`src/sv/lbpg_pkg.sv`:
```
`default_nettype none

package lbpg_pkg;

   // width of the phase reload registers and down counters
   localparam int COUNT_WIDTH = 16;

   // four blink phases: on1, off1, on2, off2
   localparam int NUM_PHASES = 4;

   localparam int TIME_WIDTH = 16;
   localparam int OP_WIDTH = 3;
   localparam int CSR_INDEX_WIDTH = 2;
   localparam int CSR_DATA_WIDTH = 1;

   typedef logic [COUNT_WIDTH-1:0] count_type;
   typedef logic [TIME_WIDTH-1:0] time_type;

   typedef enum logic [OP_WIDTH-1:0] {
      OP_TICK   = 3'd0,
      OP_OFF    = 3'd1,
      OP_ON     = 3'd2,
      OP_PULSE  = 3'd3,
      OP_BLINK  = 3'd4,
      OP_BLINK2 = 3'd5
   } op_type;

   typedef enum logic [2:0] {
      MODE_OFF    = 3'd0,
      MODE_ON     = 3'd1,
      MODE_PULSE  = 3'd2,
      MODE_BLINK  = 3'd3,
      MODE_BLINK2 = 3'd4
   } mode_type;

   typedef enum logic [CSR_INDEX_WIDTH-1:0] {
      CSR_ACTIVE_LOW = 2'd0,
      CSR_DISABLED   = 2'd1
   } csr_index_type;

   typedef struct packed {
      op_type   op;
      time_type time_on1;
      time_type time_off1;
      time_type time_on2;
      time_type time_off2;
      logic     phase_inverted;
   } item_type;

   typedef struct packed {
      logic active_low;
      logic disabled;
   } cfg_type;

   typedef struct packed {
      logic has_result;
      logic pin_level;
      logic pin_driven;
   } result_type;

endpackage

`default_nettype wire

```
`src/sv/lbpg_engine.sv`:
```
`default_nettype none

module lbpg_engine (
   input  wire                 clock,
   input  wire                 reset,
   input  wire                 fire,
   input  lbpg_pkg::item_type  item,
   input  lbpg_pkg::cfg_type   cfg,
   output lbpg_pkg::result_type result
);
   import lbpg_pkg::*;

   mode_type  mode_ff, mode_in;
   logic      phase_ff, phase_in;
   count_type reload_ff [NUM_PHASES];
   count_type reload_in [NUM_PHASES];
   count_type down_ff [NUM_PHASES];
   count_type down_in [NUM_PHASES];
   logic      level_ff, level_in;
   logic      driven_ff, driven_in;

   logic      do_tick;
   logic      phase_found;
   logic      lit;
   logic      blink2;

   assign blink2 = (mode_ff == MODE_BLINK2);
   assign do_tick = fire && (item.op == OP_TICK) && !cfg.disabled;

   always_comb begin
      mode_in     = mode_ff;
      phase_in    = phase_ff;
      reload_in   = reload_ff;
      down_in     = down_ff;
      level_in    = level_ff;
      driven_in   = driven_ff;
      phase_found = 1'b0;
      lit         = 1'b0;
      result.has_result = 1'b0;

      unique case (item.op)
         OP_TICK: begin
            if (!cfg.disabled) begin
               result.has_result = 1'b1;
               unique case (mode_ff) inside
                  MODE_OFF: begin
                     level_in  = cfg.active_low;
                     driven_in = 1'b1;
                  end
                  MODE_ON: begin
                     level_in  = ~cfg.active_low;
                     driven_in = 1'b1;
                  end
                  MODE_PULSE: begin
                     driven_in = 1'b1;
                     if (down_ff[0] != '0) begin
                        level_in   = ~cfg.active_low;
                        down_in[0] = down_ff[0] - count_type'(1);
                     end else begin
                        level_in = cfg.active_low;
                        mode_in  = MODE_OFF;
                     end
                  end
                  MODE_BLINK, MODE_BLINK2: begin
                     // first non-zero phase counter wins; plain blink has two phases
                     for (int i = 0; i < NUM_PHASES; i++) begin
                        if (!phase_found && (i < 2 || blink2) && down_ff[i] != '0) begin
                           phase_found = 1'b1;
                           lit         = ((i & 1) == 0);
                           down_in[i]  = down_ff[i] - count_type'(1);
                        end
                     end
                     if (phase_found) begin
                        level_in  = lit ^ phase_ff ^ cfg.active_low;
                        driven_in = 1'b1;
                     end else begin
                        // reload tick, pin left alone
                        for (int i = 0; i < NUM_PHASES; i++) begin
                           if (i < 2 || blink2) begin
                              down_in[i] = reload_ff[i];
                           end
                        end
                     end
                  end
                  default: begin
                  end
               endcase
            end
         end
         OP_OFF, OP_ON: begin
            mode_in = (item.op == OP_ON) ? MODE_ON : MODE_OFF;
            for (int i = 0; i < NUM_PHASES; i++) begin
               reload_in[i] = '0;
               down_in[i]   = '0;
            end
         end
         OP_PULSE: begin
            mode_in      = MODE_PULSE;
            reload_in[0] = count_type'(item.time_on1);
            reload_in[1] = '0;
            reload_in[2] = '0;
            reload_in[3] = '0;
            down_in      = reload_in;
         end
         OP_BLINK: begin
            mode_in      = MODE_BLINK;
            phase_in     = item.phase_inverted;
            reload_in[0] = count_type'(item.time_on1);
            reload_in[1] = count_type'(item.time_off1);
            reload_in[2] = '0;
            reload_in[3] = '0;
            down_in      = reload_in;
         end
         OP_BLINK2: begin
            mode_in      = MODE_BLINK2;
            phase_in     = item.phase_inverted;
            reload_in[0] = count_type'(item.time_on1);
            reload_in[1] = count_type'(item.time_off1);
            reload_in[2] = count_type'(item.time_on2);
            reload_in[3] = count_type'(item.time_off2);
            down_in      = reload_in;
         end
         default: begin
         end
      endcase

      result.pin_level  = level_in;
      result.pin_driven = driven_in;
   end

   always_ff @(posedge clock) begin
      if (reset) begin
         mode_ff   <= MODE_OFF;
         phase_ff  <= 1'b0;
         level_ff  <= 1'b0;
         driven_ff <= 1'b0;
         for (int i = 0; i < NUM_PHASES; i++) begin
            reload_ff[i] <= '0;
            down_ff[i]   <= '0;
         end
      end else if (fire) begin
         mode_ff   <= mode_in;
         phase_ff  <= phase_in;
         reload_ff <= reload_in;
         down_ff   <= down_in;
         level_ff  <= level_in;
         driven_ff <= driven_in;
      end
   end

   // once written, the pin stays an output
   a_driven_sticky: assert property (@(posedge clock) disable iff (reset)
      driven_ff |=> driven_ff)
      else $error("pin_driven dropped");

   // plain blink never touches the second on/off pair
   a_blink_pair_idle: assert property (@(posedge clock) disable iff (reset)
      (mode_ff == MODE_BLINK) |-> (down_ff[2] == '0 && down_ff[3] == '0))
      else $error("second blink pair active in plain blink");

   // pulse mode only ever loads the first reload register
   a_pulse_reloads: assert property (@(posedge clock) disable iff (reset)
      (mode_ff == MODE_PULSE) |->
         (reload_ff[1] == '0 && reload_ff[2] == '0 && reload_ff[3] == '0))
      else $error("pulse mode with stray reload values");

   // steady on drives the lit level
   a_on_level: assert property (@(posedge clock) disable iff (reset)
      (do_tick && mode_ff == MODE_ON) |=> (driven_ff && level_ff == ~$past(cfg.active_low)))
      else $error("steady on drove the wrong level");

endmodule

`default_nettype wire

```
`src/sv/led_blink_pattern_generator_top.sv`:
```
`default_nettype none

// LED blink pattern generator: drives one indicator pin from a stream of
// command and tick transactions on the req_ channel. Commands (off, on, pulse,
// blink, double blink) load the phase counters and give no response; each tick
// advances the pattern and returns one rsp_ transaction with the pin level and
// whether the pin has been driven, unless csr register disabled is set. The
// block takes one transaction per cycle unless a held response stalls it.
// A request register feeds the counter update and the response register,
// which drives rsp_valid. The counter update is combinational, so
// back-to-back ticks run at full rate; a response held by rsp_stall stalls
// only transactions that produce a response. csr_ready is always high;
// configuration is meant to be written while the block is idle.

module led_blink_pattern_generator_top (
   input  wire                                      clock,
   input  wire                                      reset,
   // request channel
   input  wire                                      req_valid,
   output logic                                     req_stall,
   input  wire  [lbpg_pkg::OP_WIDTH-1:0]            req_operation,
   input  wire  [lbpg_pkg::TIME_WIDTH-1:0]          req_time_on1,
   input  wire  [lbpg_pkg::TIME_WIDTH-1:0]          req_time_off1,
   input  wire  [lbpg_pkg::TIME_WIDTH-1:0]          req_time_on2,
   input  wire  [lbpg_pkg::TIME_WIDTH-1:0]          req_time_off2,
   input  wire                                      req_phase_inverted,
   // response channel
   output logic                                     rsp_valid,
   input  wire                                      rsp_stall,
   output logic                                     rsp_pin_level,
   output logic                                     rsp_pin_driven,
   // configuration write channel
   input  wire                                      csr_valid,
   output logic                                     csr_ready,
   input  wire  [lbpg_pkg::CSR_INDEX_WIDTH-1:0]     csr_index,
   input  wire  [lbpg_pkg::CSR_DATA_WIDTH-1:0]      csr_wdata
);
   import lbpg_pkg::*;

   // request register
   logic       item_valid_ff;
   item_type   item_ff;

   // response register
   logic       rsp_valid_ff;
   logic       rsp_pin_level_ff;
   logic       rsp_pin_driven_ff;

   // configuration
   cfg_type    cfg_ff;

   result_type result;
   logic       rsp_free;
   logic       fire;
   logic       req_accept;

   // response slot is free when empty or being drained this cycle
   assign rsp_free = !rsp_valid_ff || !rsp_stall;

   // commands and disabled ticks need no response slot
   assign fire = item_valid_ff && (!result.has_result || rsp_free);

   assign req_stall  = item_valid_ff && !fire;
   assign req_accept = req_valid && !req_stall;

   always_ff @(posedge clock) begin
      if (reset) begin
         item_valid_ff <= 1'b0;
      end else if (req_accept) begin
         item_valid_ff <= 1'b1;
      end else if (fire) begin
         item_valid_ff <= 1'b0;
      end
   end

   always_ff @(posedge clock) begin
      if (req_accept) begin
         item_ff.op             <= op_type'(req_operation);
         item_ff.time_on1       <= req_time_on1;
         item_ff.time_off1      <= req_time_off1;
         item_ff.time_on2       <= req_time_on2;
         item_ff.time_off2      <= req_time_off2;
         item_ff.phase_inverted <= req_phase_inverted;
      end
   end

   // pattern state and per-transaction update
   lbpg_engine u_engine (
      .clock  (clock),
      .reset  (reset),
      .fire   (fire),
      .item   (item_ff),
      .cfg    (cfg_ff),
      .result (result)
   );

   // response register, loaded only by ticks that report
   always_ff @(posedge clock) begin
      if (reset) begin
         rsp_valid_ff <= 1'b0;
      end else if (fire && result.has_result) begin
         rsp_valid_ff <= 1'b1;
      end else if (!rsp_stall) begin
         rsp_valid_ff <= 1'b0;
      end
   end

   always_ff @(posedge clock) begin
      if (fire && result.has_result) begin
         rsp_pin_level_ff  <= result.pin_level;
         rsp_pin_driven_ff <= result.pin_driven;
      end
   end

   assign rsp_valid      = rsp_valid_ff;
   assign rsp_pin_level  = rsp_pin_level_ff;
   assign rsp_pin_driven = rsp_pin_driven_ff;

   // configuration registers, always ready
   assign csr_ready = 1'b1;

   always_ff @(posedge clock) begin
      if (reset) begin
         cfg_ff <= '0;
      end else if (csr_valid && csr_ready) begin
         unique case (csr_index_type'(csr_index))
            CSR_ACTIVE_LOW: cfg_ff.active_low <= csr_wdata[0];
            CSR_DISABLED:   cfg_ff.disabled   <= csr_wdata[0];
            default: begin
            end
         endcase
      end
   end

   // a stalled response never blocks a transaction that has no response
   a_cmd_not_blocked: assert property (@(posedge clock) disable iff (reset)
      (item_valid_ff && !result.has_result) |-> fire)
      else $error("command held behind a stalled response");

   // a response waiting under stall is never overwritten
   a_rsp_not_lost: assert property (@(posedge clock) disable iff (reset)
      (rsp_valid_ff && rsp_stall) |-> !(fire && result.has_result))
      else $error("pending response overwritten");

   // the request register only holds when something stalls downstream
   a_req_hold: assert property (@(posedge clock) disable iff (reset)
      req_stall |-> (rsp_valid_ff && rsp_stall))
      else $error("request stalled without a downstream stall");

endmodule

`default_nettype wire
```
`config.mk`:
```
export PLATFORM = sky130hd
export DESIGN_NAME = led_blink_pattern_generator_top
export DESIGN_NICKNAME = d
export VERILOG_FILES = /design/src/sv/lbpg_pkg.sv /design/src/sv/lbpg_engine.sv /design/src/sv/led_blink_pattern_generator_top.sv
export SDC_FILE = /design/constraint.sdc
export NUM_CORES = 1
export LEC_CHECK = 0
export BUFFER_PORTS_ARGS = -buffer_cell sky130_fd_sc_hd__buf_2
export CAP_MARGIN = 0
export CORE_MARGIN = 8
export CORE_UTILIZATION = 54
export CTS_CLUSTER_SIZE = 30
export DETAILED_ROUTE_END_ITERATION = 10
export GPL_ROUTABILITY_DRIVEN = 0
export GPL_TIMING_DRIVEN = 0
export PLACE_DENSITY = 0.73
export SETUP_SLACK_MARGIN = 0.3
export SLEW_MARGIN = 10
export SYNTH_ARGS = -nofsm -noshare
export SYNTH_HDL_FRONTEND = slang
export SYNTH_SLANG_ARGS = --single-unit
export TNS_END_PERCENT = 100
```
`constraint.sdc`:
```
create_clock -name clock -period 4.1 [get_ports clock]
set_input_delay 0.41 -clock clock [delete_from_list [all_inputs] [get_ports clock]]
set_output_delay 0.41 -clock clock [all_outputs]
set_load 0.005 [all_outputs]
```
==> results.md, run 1 <==
| Parameter | This run |
|:---|:---|
| Final cell count without fillers | 1,433 |
| Worst setup SP type | flop |
| Total number of yosys warnings | 0 |
| Share of cells above drive strength 1 | 12.29% |
| Horiz. Die Dim | 150.5 um |
| Placed cells | 1,391 |
| Final worst setup slack | 0.4915 ns |
| Worst Skew | 0.01320 ns |
| Capturing element of the worst setup path | u_engine.reload_ff[54] |
| Sequential standard cell area | 4865 sq um |
| Total negative slack | 0 ns |
| Final hold viol count | 0 |
| Std cell rows | 49 |
| Clock-pin slew reported for the worst setup and hold paths after clock tree synthesis | 0.06 ns |
| Pin slew with the least headroom to its limit | 0.9353 ns |
| Main area contributors after synthesis | sky130_fd_sc_hd__dfxtp_1 28%, sky130_fd_sc_hd__edfxtp_1 22%, sky130_fd_sc_hd__a21oi_1 6.1% |
| Standard cell area after detailed placement | 10,490 sq um |
| Power density normalized to cell area | 446.1 nW/um^2 |
| DR vias | 9,110 |
| Total of max-cap violations | 0 |
| Final instance area | 11,210 sq um |
| Effective utilization at floorplan | 54.76% |
| Fraction of the yosys area taken by sequential cells | 49.80% |
| HPWL after detailed placement | 20.29 mm |
| Register-to-register path setup slack | 0.49 ns |
| Category of the most critical setup path | reg -> reg |
| Largest driver fanout on the critical path | 10 |
| Share of the synthesized area in the top cell type | 28.28% |
| Remaining Overflow, GRT | 0 |
| Leakage power summed over all cells | 3.987 nW |
| Deepest clock path buffer count | 3 |
| CTS sink count | 208 |
| Post-layout minimum cycle time | 3.609 ns |
| Height of the die | 150.5 um |
| Worst Path Arrival | 4.05 ns |
| Htree depth | 1 |
| RSZ-0062 raised after global routing | no |
| Standard cell core area | 17,840 sq um |
| Number of enable-type register cells in the synthesized netlist | 70 |
| TritonCTS buffer count | 23 |
| Mean area per synthesized cell | 9.029 sq um |
| Buffer cell driving the clock tree root | sky130_fd_sc_hd__clkbuf_16 |
| I/O pins | 81 |
| Number of distinct library cell variants in the gate-level netlist after synthesis | 75 |
| Post-synthesis async set-or-reset flop share | 0% |
| Number of pins with negative max-slew slack in the final report | 0 |
| Synthesized instance count | 1,082 |
| Number of post-CTS setup repair buffers | 0 |
| Area of the multi-input gates | 4552 sq um |
| Residual DRC | 0 |
| Count of cells along the worst register-to-register path | 7 |
| Post-route ant nets | 0 |
| Count of instances resized after the clock tree is built | 0 |
| Final setup vio count | 0 |
| Total global routing track utilization | 25.46% |
| Rel. slew slack | 37.42% |
| Launching instance or port of the critical path | item_ff[65] |
| Hold Worst Slack | 0.06086 ns |
| Commonest register cell after synthesis | sky130_fd_sc_hd__dfxtp_1 |
| Post-Synthesis Cell Area | 9769 sq um |
| Startpoint of the worst register-to-register path | item_ff[65] |
| Sum of routed wire length over all layers | 29.17 mm |
| Result of the run | complete, no violations |
| Post-synthesis cell type with the largest combined area | sky130_fd_sc_hd__dfxtp_1 |
| Reg-to-reg endpoint | u_engine.reload_ff[54] |
| Area Overhead vs Synth | 14.79% |
| NumNets Final | 1,268 |
| Port Buf Inserts | 78 |
| Number of synthesized register bits | 208 |
| DR WL/cell | 20.36 um |
| Net count after synthesis | 1,163 |
| TritonCTS clock tree | done |
| Fill count | 1,538 |
| Max IR drop VDD | 0.3470 mV |
| Worst hold-check path type | in -> reg |
| Drt first pass iters | 6 |
| Setup slack at placement | 0.6241 ns |
| Ant. Diodes | 0 |
| Part of the cycle the worst path needs | 88.01% |
| Pin count of the biggest net entering global routing | 33 |
| Crit end category | flop |
| Number of antenna violations at the first check in global routing | 0 |
| Count of routing violations after the opening detailed-route iteration | 1,210 |
| Cts-stage hold buffer count | 0 |
| CP required | 4.54 ns |
| Die Footprint | 22,650 sq um |
| Wire length of the first global-routing pass | 45.73 mm |
| Clock network latency to the later pin of the worst-skew pair | 0.52 ns |
| Via count of the first global-routing pass | 8,656 |
| Via-to-Cell Ratio | 6.357 |
| Fmax | 277.1 MHz |
## cell usage in the layout (no fill, tap or decap), types with 17 or more instances in the layout
cell / count
sky130_fd_sc_hd__nor2_1: 84
sky130_fd_sc_hd__inv_1: 19
sky130_fd_sc_hd__nand3_1: 78
sky130_fd_sc_hd__buf_2: 85
sky130_fd_sc_hd__a311oi_1: 21
sky130_fd_sc_hd__nor4_1: 17
sky130_fd_sc_hd__o21ai_0: 30
sky130_fd_sc_hd__nand2_1: 138
sky130_fd_sc_hd__a21oi_1: 120
sky130_fd_sc_hd__clkbuf_16: 23
sky130_fd_sc_hd__edfxtp_1: 70
sky130_fd_sc_hd__clkbuf_1: 61
sky130_fd_sc_hd__o211ai_1: 17
sky130_fd_sc_hd__dfxtp_1: 138
sky130_fd_sc_hd__nor3_1: 23
## worst min path at each step
stage                           start                endpoint  slack [ns]  cells past startpoint
6_report             req_time_on2[13]             item_ff[30]        0.06                      1
5_1_grt              req_time_on2[13]             item_ff[30]        0.05                      1
4_1_cts              req_time_on2[13]             item_ff[30]        0.05                      1
3_5_place_dp   u_engine.reload_ff[14]  u_engine.reload_ff[14]        0.45                      2
3_3_place_gp   u_engine.reload_ff[20]  u_engine.reload_ff[20]        0.44                      2
2_1_floorplan      u_engine.driven_ff      u_engine.driven_ff        0.43                      2
## cell type report
cell class,instances,area share (%)
inverter,20,0.6694
timing repair buffer,80,3.838
buffer,72,2.588
sequential,208,43.38
tap,229,2.555
clock inverter,13,0.7810
clock buffer,29,5.601
multi-input combinational,782,40.59
## per-stage QoR
stage,util [%],total power [mW]
final,62.86,5.002
after global routing,62.86,5.171
after CTS,62.83,4.994
after floorplan,-,2.813
after detailed placement,58.82,3.042
after global placement,58.57,3.029
## Yosys cell counts, drive strengths merged, types with 10 or more instances
| cell type | number |
|---|---|
| a211oi | 15 |
| a21oi | 121 |
| a22oi | 14 |
| a311oi | 21 |
| a31oi | 12 |
| and3 | 13 |
| buf | 14 |
| clkbuf | 58 |
| dfxtp | 138 |
| edfxtp | 70 |
| inv | 20 |
| nand2 | 138 |
| nand3 | 78 |
| nor2 | 84 |
| nor3 | 27 |
| nor4 | 21 |
| o211ai | 17 |
| o21ai | 33 |
| o22ai | 12 |
| or3 | 10 |
| or4 | 12 |
| xnor2 | 15 |
| xor2 | 16 |
## worst max-delay path, stage by stage (launching register included)
cell and delay (ns):
sky130_fd_sc_hd__edfxtp_1 0.62, sky130_fd_sc_hd__or3_1 0.26, sky130_fd_sc_hd__nand2_1 0.29, sky130_fd_sc_hd__nor2_1 0.81, sky130_fd_sc_hd__clkbuf_1 0.65, sky130_fd_sc_hd__clkbuf_1 0.59
sky130_fd_sc_hd__nand3_1 0.16, sky130_fd_sc_hd__a21oi_1 0.15
## per-layer routing
| metal | track usage (%) | share of wire, % | routed length, um | vias up |
|---|---|---|---|---|
| li1 | - | - | - | 4218 |
| met1 | 34.17 | 42 | 12270 | 4280 |
| met2 | 39.13 | 44 | 12700 | 523 |
| met3 | 4.929 | 10 | 2998 | 89 |
| met4 | 11.54 | 4.1 | 1204 | 0 |
| met5 | 0 | 0 | 0 | - |
## where the power goes
part	switching [mW]	internal (mW)
Sequential	0.0692	2.22
Combinational	0.471	0.264
Clock	0.839	1.14
Total	1.38	3.62
## cell families (layout without fill, tap and decap cells)
| family | after synthesis | in the layout | share of synthesized area, % |
|---|---|---|---|
| flops | 208 | 208 | 49.80 |
| simple gates | 431 | 431 | 21.89 |
| other cells | 1 | 1 | 0.03839 |
| compound gates | 307 | 307 | 20.38 |
| buf+inv | 92 | 214 | 3.740 |
| xor+xnor | 31 | 31 | 2.779 |
| mux | 7 | 7 | 0.7428 |
| fa+ha+maj | 5 | 5 | 0.6404 |
## sequential cells by signal, indices dropped and copies added, names as in the netlist, 2 cells and up, named ones only
signal and cells:
cfg_ff 2, item_ff 68, u_engine.down_ff 62, u_engine.mode_ff 3
u_engine.reload_ff 64
(Power assumes the default switching activity.)
==> run 2: changes to the inputs <==
CORE_MARGIN = 5   (was 8)
==> run 2 against run 1 <==
  * Combinational power up 0.7%
  * Sequential share of layout area fell by 0.16 points
  * Design area grew 0.37%
  * Total power grew 1.9%
  * Hold slack worse by 0.015 ns
  * Clock skew increased by 0.011 ns
  * Critical endpoint is now u_engine.reload_ff[52]
==> results.md, run 2 (same netlist as run 1, synthesis figures left out) <==
| Parameter | This run |
|:---|:---|
| HPWL after detailed placement | 20.09 mm |
| Port Buf Inserts | 78 |
| Wire length of the first global-routing pass | 44.86 mm |
| Placed cells | 1,391 |
| Pin slew with the least headroom to its limit | 0.9393 ns |
| Buffer cell driving the clock tree root | sky130_fd_sc_hd__clkbuf_16 |
| Largest register by flop count | item_ff |
| Max IR drop VDD | 0.3746 mV |
| Horiz. Die Dim | 144.5 um |
| Worst setup SP type | flop |
| Residual DRC | 0 |
| Final core area utilization | 62.87% |
| Std cell rows | 49 |
| Clock-pin slew reported for the worst setup and hold paths after clock tree synthesis | 0.06 ns |
| Ant. Diodes | 0 |
| CP required | 4.55 ns |
| Final worst setup slack | 0.3775 ns |
| TritonCTS buffer count | 23 |
| Hold endpoint | item_ff[1] |
| Register-to-register path setup slack | 0.38 ns |
| Part of the cycle the worst path needs | 90.79% |
| Number of post-CTS setup repair buffers | 0 |
| Pin count of the biggest net entering global routing | 33 |
| Htree depth | 1 |
| Cts-stage hold buffer count | 0 |
| Worst hold-check path type | in -> reg |
| Height of the die | 144.5 um |
| Count of routing violations after the opening detailed-route iteration | 1,085 |
| TritonCTS clock tree | done |
| Die Footprint | 20,880 sq um |
| Area Overhead vs Synth | 15.22% |
| Final setup vio count | 0 |
| Largest registers | item_ff x68, u_engine.reload_ff x64, u_engine.down_ff x62 |
| Number of antenna violations at the first check in global routing | 0 |
| Count of instances resized after the clock tree is built | 0 |
| Worst hold path startpoint | req_time_off2[0] |
| Crit end category | flop |
| Power density normalized to cell area | 452.9 nW/um^2 |
| Reg-to-reg endpoint | u_engine.reload_ff[52] |
| DR WL/cell | 20.10 um |
| Worst Skew | 0.02468 ns |
| Deepest clock path buffer count | 3 |
| Via count of the first global-routing pass | 8,234 |
| Fmax | 268.6 MHz |
| Via-to-Cell Ratio | 6.261 |
| Worst Path Arrival | 4.17 ns |
| I/O pins | 81 |
| Count of cells along the worst register-to-register path | 7 |
| Number of pins with negative max-slew slack in the final report | 0 |
| Total negative slack | 0 ns |
| Startpoint of the worst register-to-register path | item_ff[65] |
| Largest driver fanout on the critical path | 10 |
| Worst Hold Path Cells | 1 |
| Sum of routed wire length over all layers | 28.81 mm |
| Most frequent cells in the layout | 138 x sky130_fd_sc_hd__nand2_1, 138 x sky130_fd_sc_hd__dfxtp_1, 120 x sky130_fd_sc_hd__a21oi_1, 85 x sky130_fd_sc_hd__buf_2, 84 x sky130_fd_sc_hd__nor2_1 |
| Result of the run | complete, no violations |
| CTS sink count | 208 |
| Remaining Overflow, GRT | 0 |
| Final cell count without fillers | 1,433 |
| RSZ-0062 raised after global routing | no |
| Hold Worst Slack | 0.04584 ns |
| NumNets Final | 1,268 |
| Drt first pass iters | 6 |
| Leakage power summed over all cells | 4.002 nW |
| Category of the most critical setup path | reg -> reg |
| Rel. slew slack | 37.15% |
| Standard cell area after detailed placement | 10,490 sq um |
| Share of cells above drive strength 1 | 12.54% |
| Post-route ant nets | 0 |
| Total global routing track utilization | 27.21% |
| Setup slack at placement | 0.5882 ns |
| Final hold viol count | 0 |
| Clock network latency to the later pin of the worst-skew pair | 0.54 ns |
| Total design power | 5.097 mW |
| Total of max-cap violations | 0 |
| Post-layout minimum cycle time | 3.722 ns |
| Standard cell core area | 17,900 sq um |
| Effective utilization at floorplan | 54.57% |
| Number of flip-flops under the largest register name | 68 |
| DR vias | 8,972 |
| Final instance area | 11,260 sq um |
run 2: how the worst max path moves through the flow:
stage | from | end | slack, ns | cells past startpoint
5_1_grt | u_engine.down_ff[32] | u_engine.down_ff[1] | 0.31 | 9
2_1_floorplan | item_ff[66] | item_ff[0] | 1.07 | 5
4_1_cts | item_ff[65] | u_engine.reload_ff[52] | 0.56 | 7
3_5_place_dp | item_ff[65] | u_engine.reload_ff[52] | 0.59 | 7
6_report | item_ff[65] | u_engine.reload_ff[52] | 0.38 | 7
3_3_place_gp | item_ff[65] | item_ff[44] | -0.02 | 5
run 2: power breakdown:
part,internal (mW),switching [mW]
Clock,1.21,0.863
Combinational,0.264,0.476
Sequential,2.22,0.0701
Total,3.69,1.41
run 2: worst max-delay path: stages, from the launching register on:
cell	delay, ns
sky130_fd_sc_hd__edfxtp_1	0.65
sky130_fd_sc_hd__or3_1	0.27
sky130_fd_sc_hd__nand2_1	0.31
sky130_fd_sc_hd__nor2_1	0.80
sky130_fd_sc_hd__clkbuf_1	0.58
sky130_fd_sc_hd__clkbuf_1	0.70
sky130_fd_sc_hd__nand3_1	0.16
sky130_fd_sc_hd__a21oi_1	0.16
run 2: cell type report:
type                    instances  area [sq um]
fillers                      1531          6646
multi-input cells             782          4552
plain buffers                  72         290.3
clock inverters                12         135.1
repair buffers                 80         430.4
inverters                      20         75.07
clock buffers                  30         621.8
well taps                     229         286.5
flip-flops and latches        208          4865
run 2: layer usage:
| metal | global-route usage (%) | share of wire (%) |
|---|---|---|
| met1 | 38.70 | 42 |
| met2 | 41.77 | 44 |
| met3 | 4.663 | 9.5 |
| met4 | 10.21 | 3.9 |
| met5 | 0 | 0 |
==> run 3: changes to the inputs <==
BUFFER_PORTS_ARGS = unset   (was -buffer_cell sky130_fd_sc_hd__buf_2)
CORE_UTILIZATION = 55   (was 54)
DONT_BUFFER_PORTS = 1   (was unset)
PLACE_DENSITY = 0.7   (was 0.73)
SYNTH_HIERARCHICAL = 1   (was unset)
==> run 3 against run 2 <==
  * Register-to-register slack improved by 0.10 ns
  * Utilization is 3.0 points higher
  * Sequential power is essentially flat
  * Final cell count down 2.2%
  * Critical path depth up 3
  * Synthesized area is essentially flat
  * Non-clock buffer count decreased by 6
  * Wire length up 0.52%
  * Global-route usage is 0.27 points higher
  * Clock power shrank 12%
==> results.md, run 3 <==
| Parameter | This run |
|:---|:---|
| Final core area utilization | 65.87% |
| Clock Power Share | 37.7% |
| Max IR drop VDD | 0.4007 mV |
| Register share of total power | 47.2% |
| Clock-pin slew reported for the worst setup and hold paths after clock tree synthesis | 0.06 ns |
| Top post-synthesis cells by count | 138 x sky130_fd_sc_hd__dfxtp_1, 119 x sky130_fd_sc_hd__a21oi_1, 118 x sky130_fd_sc_hd__nand2_1 |
| Clock network latency to the later pin of the worst-skew pair | 0.52 ns |
| Complex-gate fraction of the synthesized area | 19.91% |
| Cell family with the largest share of critical-path delay | buffers and inverters |
| Drt first pass iters | 7 |
| Height of the die | 143.2 um |
| Worst Path Arrival | 4.06 ns |
| RSZ-0062 raised after global routing | no |
| Result of the run | complete, no violations |
| Simple logic cell fraction of the synthesized area | 21.04% |
| Net switching share of the total power | 27.46% |
| Die Footprint | 20,520 sq um |
| Residual DRC | 0 |
| Post-route ant nets | 0 |
| Total buffers and inverters traversed by the critical path | 4 |
| Final worst setup slack | 0.4823 ns |
| Comb pwr share | 15.1% |
| Number of synthesized register bits | 208 |
| Buffer cell driving the clock tree root | sky130_fd_sc_hd__clkbuf_16 |
| Final setup vio count | 0 |
| CP required | 4.54 ns |
| Post-synthesis cell type with the largest combined area | sky130_fd_sc_hd__dfxtp_1 |
| Pin count of the biggest net entering global routing | 37 |
| DR WL/cell | 20.65 um |
| Area Overhead vs Synth | 17.09% |
| Category of the most critical setup path | reg -> reg |
| Xor/xnor share of the synthesized area | 3.498% |
| Critical-path top delay cell | sky130_fd_sc_hd__clkbuf_1 |
| Part of the cycle the worst path needs | 88.24% |
| Setup slack at placement | 0.3033 ns |
| Ant. Diodes | 0 |
| Net count after synthesis | 1,148 |
| Number of flip-flops under the largest register name | 68 |
| Final cell count without fillers | 1,402 |
| DR vias | 8,872 |
| Commonest register cell after synthesis | sky130_fd_sc_hd__dfxtp_1 |
| Deepest clock path buffer count | 3 |
| TritonCTS buffer count | 22 |
| Hold Worst Slack | 0.04035 ns |
| NumNets Final | 1,242 |
| Largest register by flop count | item_ff |
| Htree depth | 1 |
| Total of max-cap violations | 0 |
| Count of routing violations after the opening detailed-route iteration | 977 |
| Main combinational cell family by area after synthesis | simple AND/OR/NAND/NOR gates |
| Via count of the first global-routing pass | 8,220 |
| Placed cells | 1,293 |
| Post-Synthesis Cell Area | 9764 sq um |
| Mean area per synthesized cell | 9.151 sq um |
| I/O pins | 81 |
| Share of cells above drive strength 1 | 6.627% |
| Effective utilization at floorplan | 56.26% |
| Area share of fa/ha/maj cells after synthesis | 0.6407% |
| Cells traversed along the worst timing path | clkbuf_1 -> or3_1 -> nor2_1 -> a31oi_1 -> inv_1 -> nor2_1 -> clkbuf_1 -> clkbuf_1 -> nand3_1 -> a21oi_1 |
| TritonCTS clock tree | done |
| Most frequent cells in the layout | 138 x sky130_fd_sc_hd__dfxtp_1, 118 x sky130_fd_sc_hd__nand2_1, 118 x sky130_fd_sc_hd__a21oi_1, 99 x sky130_fd_sc_hd__nor2_1, 70 x sky130_fd_sc_hd__edfxtp_1 |
| Cell with the most instances after synthesis | sky130_fd_sc_hd__dfxtp_1 |
| Via-to-Cell Ratio | 6.328 |
| Power Internal | 3.518 mW |
| Multiplexer share of the synthesized area | 1.243% |
| Peak per-stage delay on the critical path | 0.58 ns |
| Number of enable-type register cells in the synthesized netlist | 70 |
| Crit end category | flop |
| Synthesized instance count | 1,067 |
| Rel. slew slack | 20.49% |
| Worst Skew | 0.01867 ns |
| Share of the synthesized area in the top cell type | 28.29% |
| Final hold viol count | 0 |
| Worst setup SP type | flop |
| CTS sink count | 208 |
| Total negative slack | 0 ns |
| Leakage power summed over all cells | 3.926 nW |
| Number of pins with negative max-slew slack in the final report | 0 |
| Standard cell core area | 17,360 sq um |
| Most frequent CP cell | sky130_fd_sc_hd__clkbuf_1 |
| Remaining Overflow, GRT | 0 |
| Fraction of the yosys area taken by sequential cells | 49.82% |
| Wire length of the first global-routing pass | 44.61 mm |
| Post-synthesis async set-or-reset flop share | 0% |
| Sum of routed wire length over all layers | 28.95 mm |
| Switching power of the nets | 1.332 mW |
| Number of antenna violations at the first check in global routing | 0 |
| Number of distinct library cell variants in the gate-level netlist after synthesis | 70 |
| Worst hold-check path type | in -> reg |
| Main area contributors after synthesis | sky130_fd_sc_hd__dfxtp_1 28%, sky130_fd_sc_hd__edfxtp_1 22%, sky130_fd_sc_hd__a21oi_1 6.1% |
| Power density normalized to cell area | 424.2 nW/um^2 |
| Std cell rows | 48 |
| Post-layout minimum cycle time | 3.618 ns |
| Largest registers | item_ff x68, u_engine/reload_ff x64, u_engine/down_ff x62 |
| Port Buf Inserts | 0 |
| Number of post-CTS setup repair buffers | 0 |
| Pin slew with the least headroom to its limit | 1.193 ns |
| HPWL after detailed placement | 19.40 mm |
| Most common library cell in the layout ignoring fill and taps | sky130_fd_sc_hd__dfxtp_1 |
| Total number of yosys warnings | 6 |
| Total global routing track utilization | 27.48% |
| Horiz. Die Dim | 143.2 um |
| Largest driver fanout on the critical path | 10 |
| Fmax | 276.4 MHz |
[run 3: cell count changes after synthesis, sizes merged, moves of 7 or more]
cell	before	now
a21boi	7	0
a22oi	14	38
a311oi	21	13
and3	13	6
nand2	138	118
nand3	78	54
nand4	6	14
nor2	84	100
o211ai	17	10
[run 3: layout make-up]
cell class | count | area (sq um)
fill | 1429 | 5923
sequential | 208 | 4865
multi-input combinational | 767 | 4539
timing repair buffer | 70 | 710.7
clock buffer | 30 | 600.6
buffer | 76 | 320.3
tap | 225 | 281.5
inverter | 16 | 60.06
clock inverter | 10 | 56.30
[run 3: per-layer routing]
metal | GRT usage [%] | wire, um | vias up
met5 | 0 | 0 | -
met4 | 8.474 | 942 | 0
met3 | 3.952 | 2861 | 68
met2 | 43.30 | 12820 | 475
met1 | 39.47 | 12330 | 4175
li1 | - | - | 4154
[run 3: power groups by stage]
stage	sequential (mW)	combinational (mW)	clock [mW]
final	2.29	0.735	1.83
after global routing	2.30	0.795	1.94
after CTS	2.29	0.715	1.87
after detailed placement	2.33	0.657	0
after global placement	2.33	0.648	0
after floorplan	2.31	0.491	0
[run 3: worst paths after layout]
path / slack (ns) / from / to / depth (start not counted)
hold / removal: 0.04 / req_valid / item_valid_ff / 2
hold reg to reg: 0.45 / u_engine/reload_ff[13] / u_engine/reload_ff[13] / 2
setup / recovery: 0.48 / item_ff[67] / u_engine/reload_ff[16] / 10
setup reg to reg: 0.48 / item_ff[67] / u_engine/reload_ff[16] / 10
[run 3: kinds of logic after synthesis]
family                   count (synthesis)
AND/OR/NAND/NOR                        405
AO/OA/AOI/OAI                          305
flip-flops                             208
buffers and inverters                   92
XOR/XNOR                                39
multiplexers                            12
adder cells (fa/ha/maj)                  5
other                                    1
[run 3: through the flow]
| step | cell area (sq um) | power (mW) |
|---|---|---|
| 2_1_floorplan | 9764 | 2.801 |
| 3_3_place_gp | 10050 | 2.981 |
| 3_5_place_dp | 10070 | 2.988 |
| 4_1_cts | 11420 | 4.869 |
| 5_1_grt | 11430 | 5.035 |
| 6_report | 11430 | 4.850 |
[run 3: what timing repair did]
item / 4_1_cts / 5_1_grt
gates resized for setup: 1 / 12
endpoints found under the setup margin: 9 / 56
hold endpoints to repair: 70 / 0
hold buffers: 69 / 0
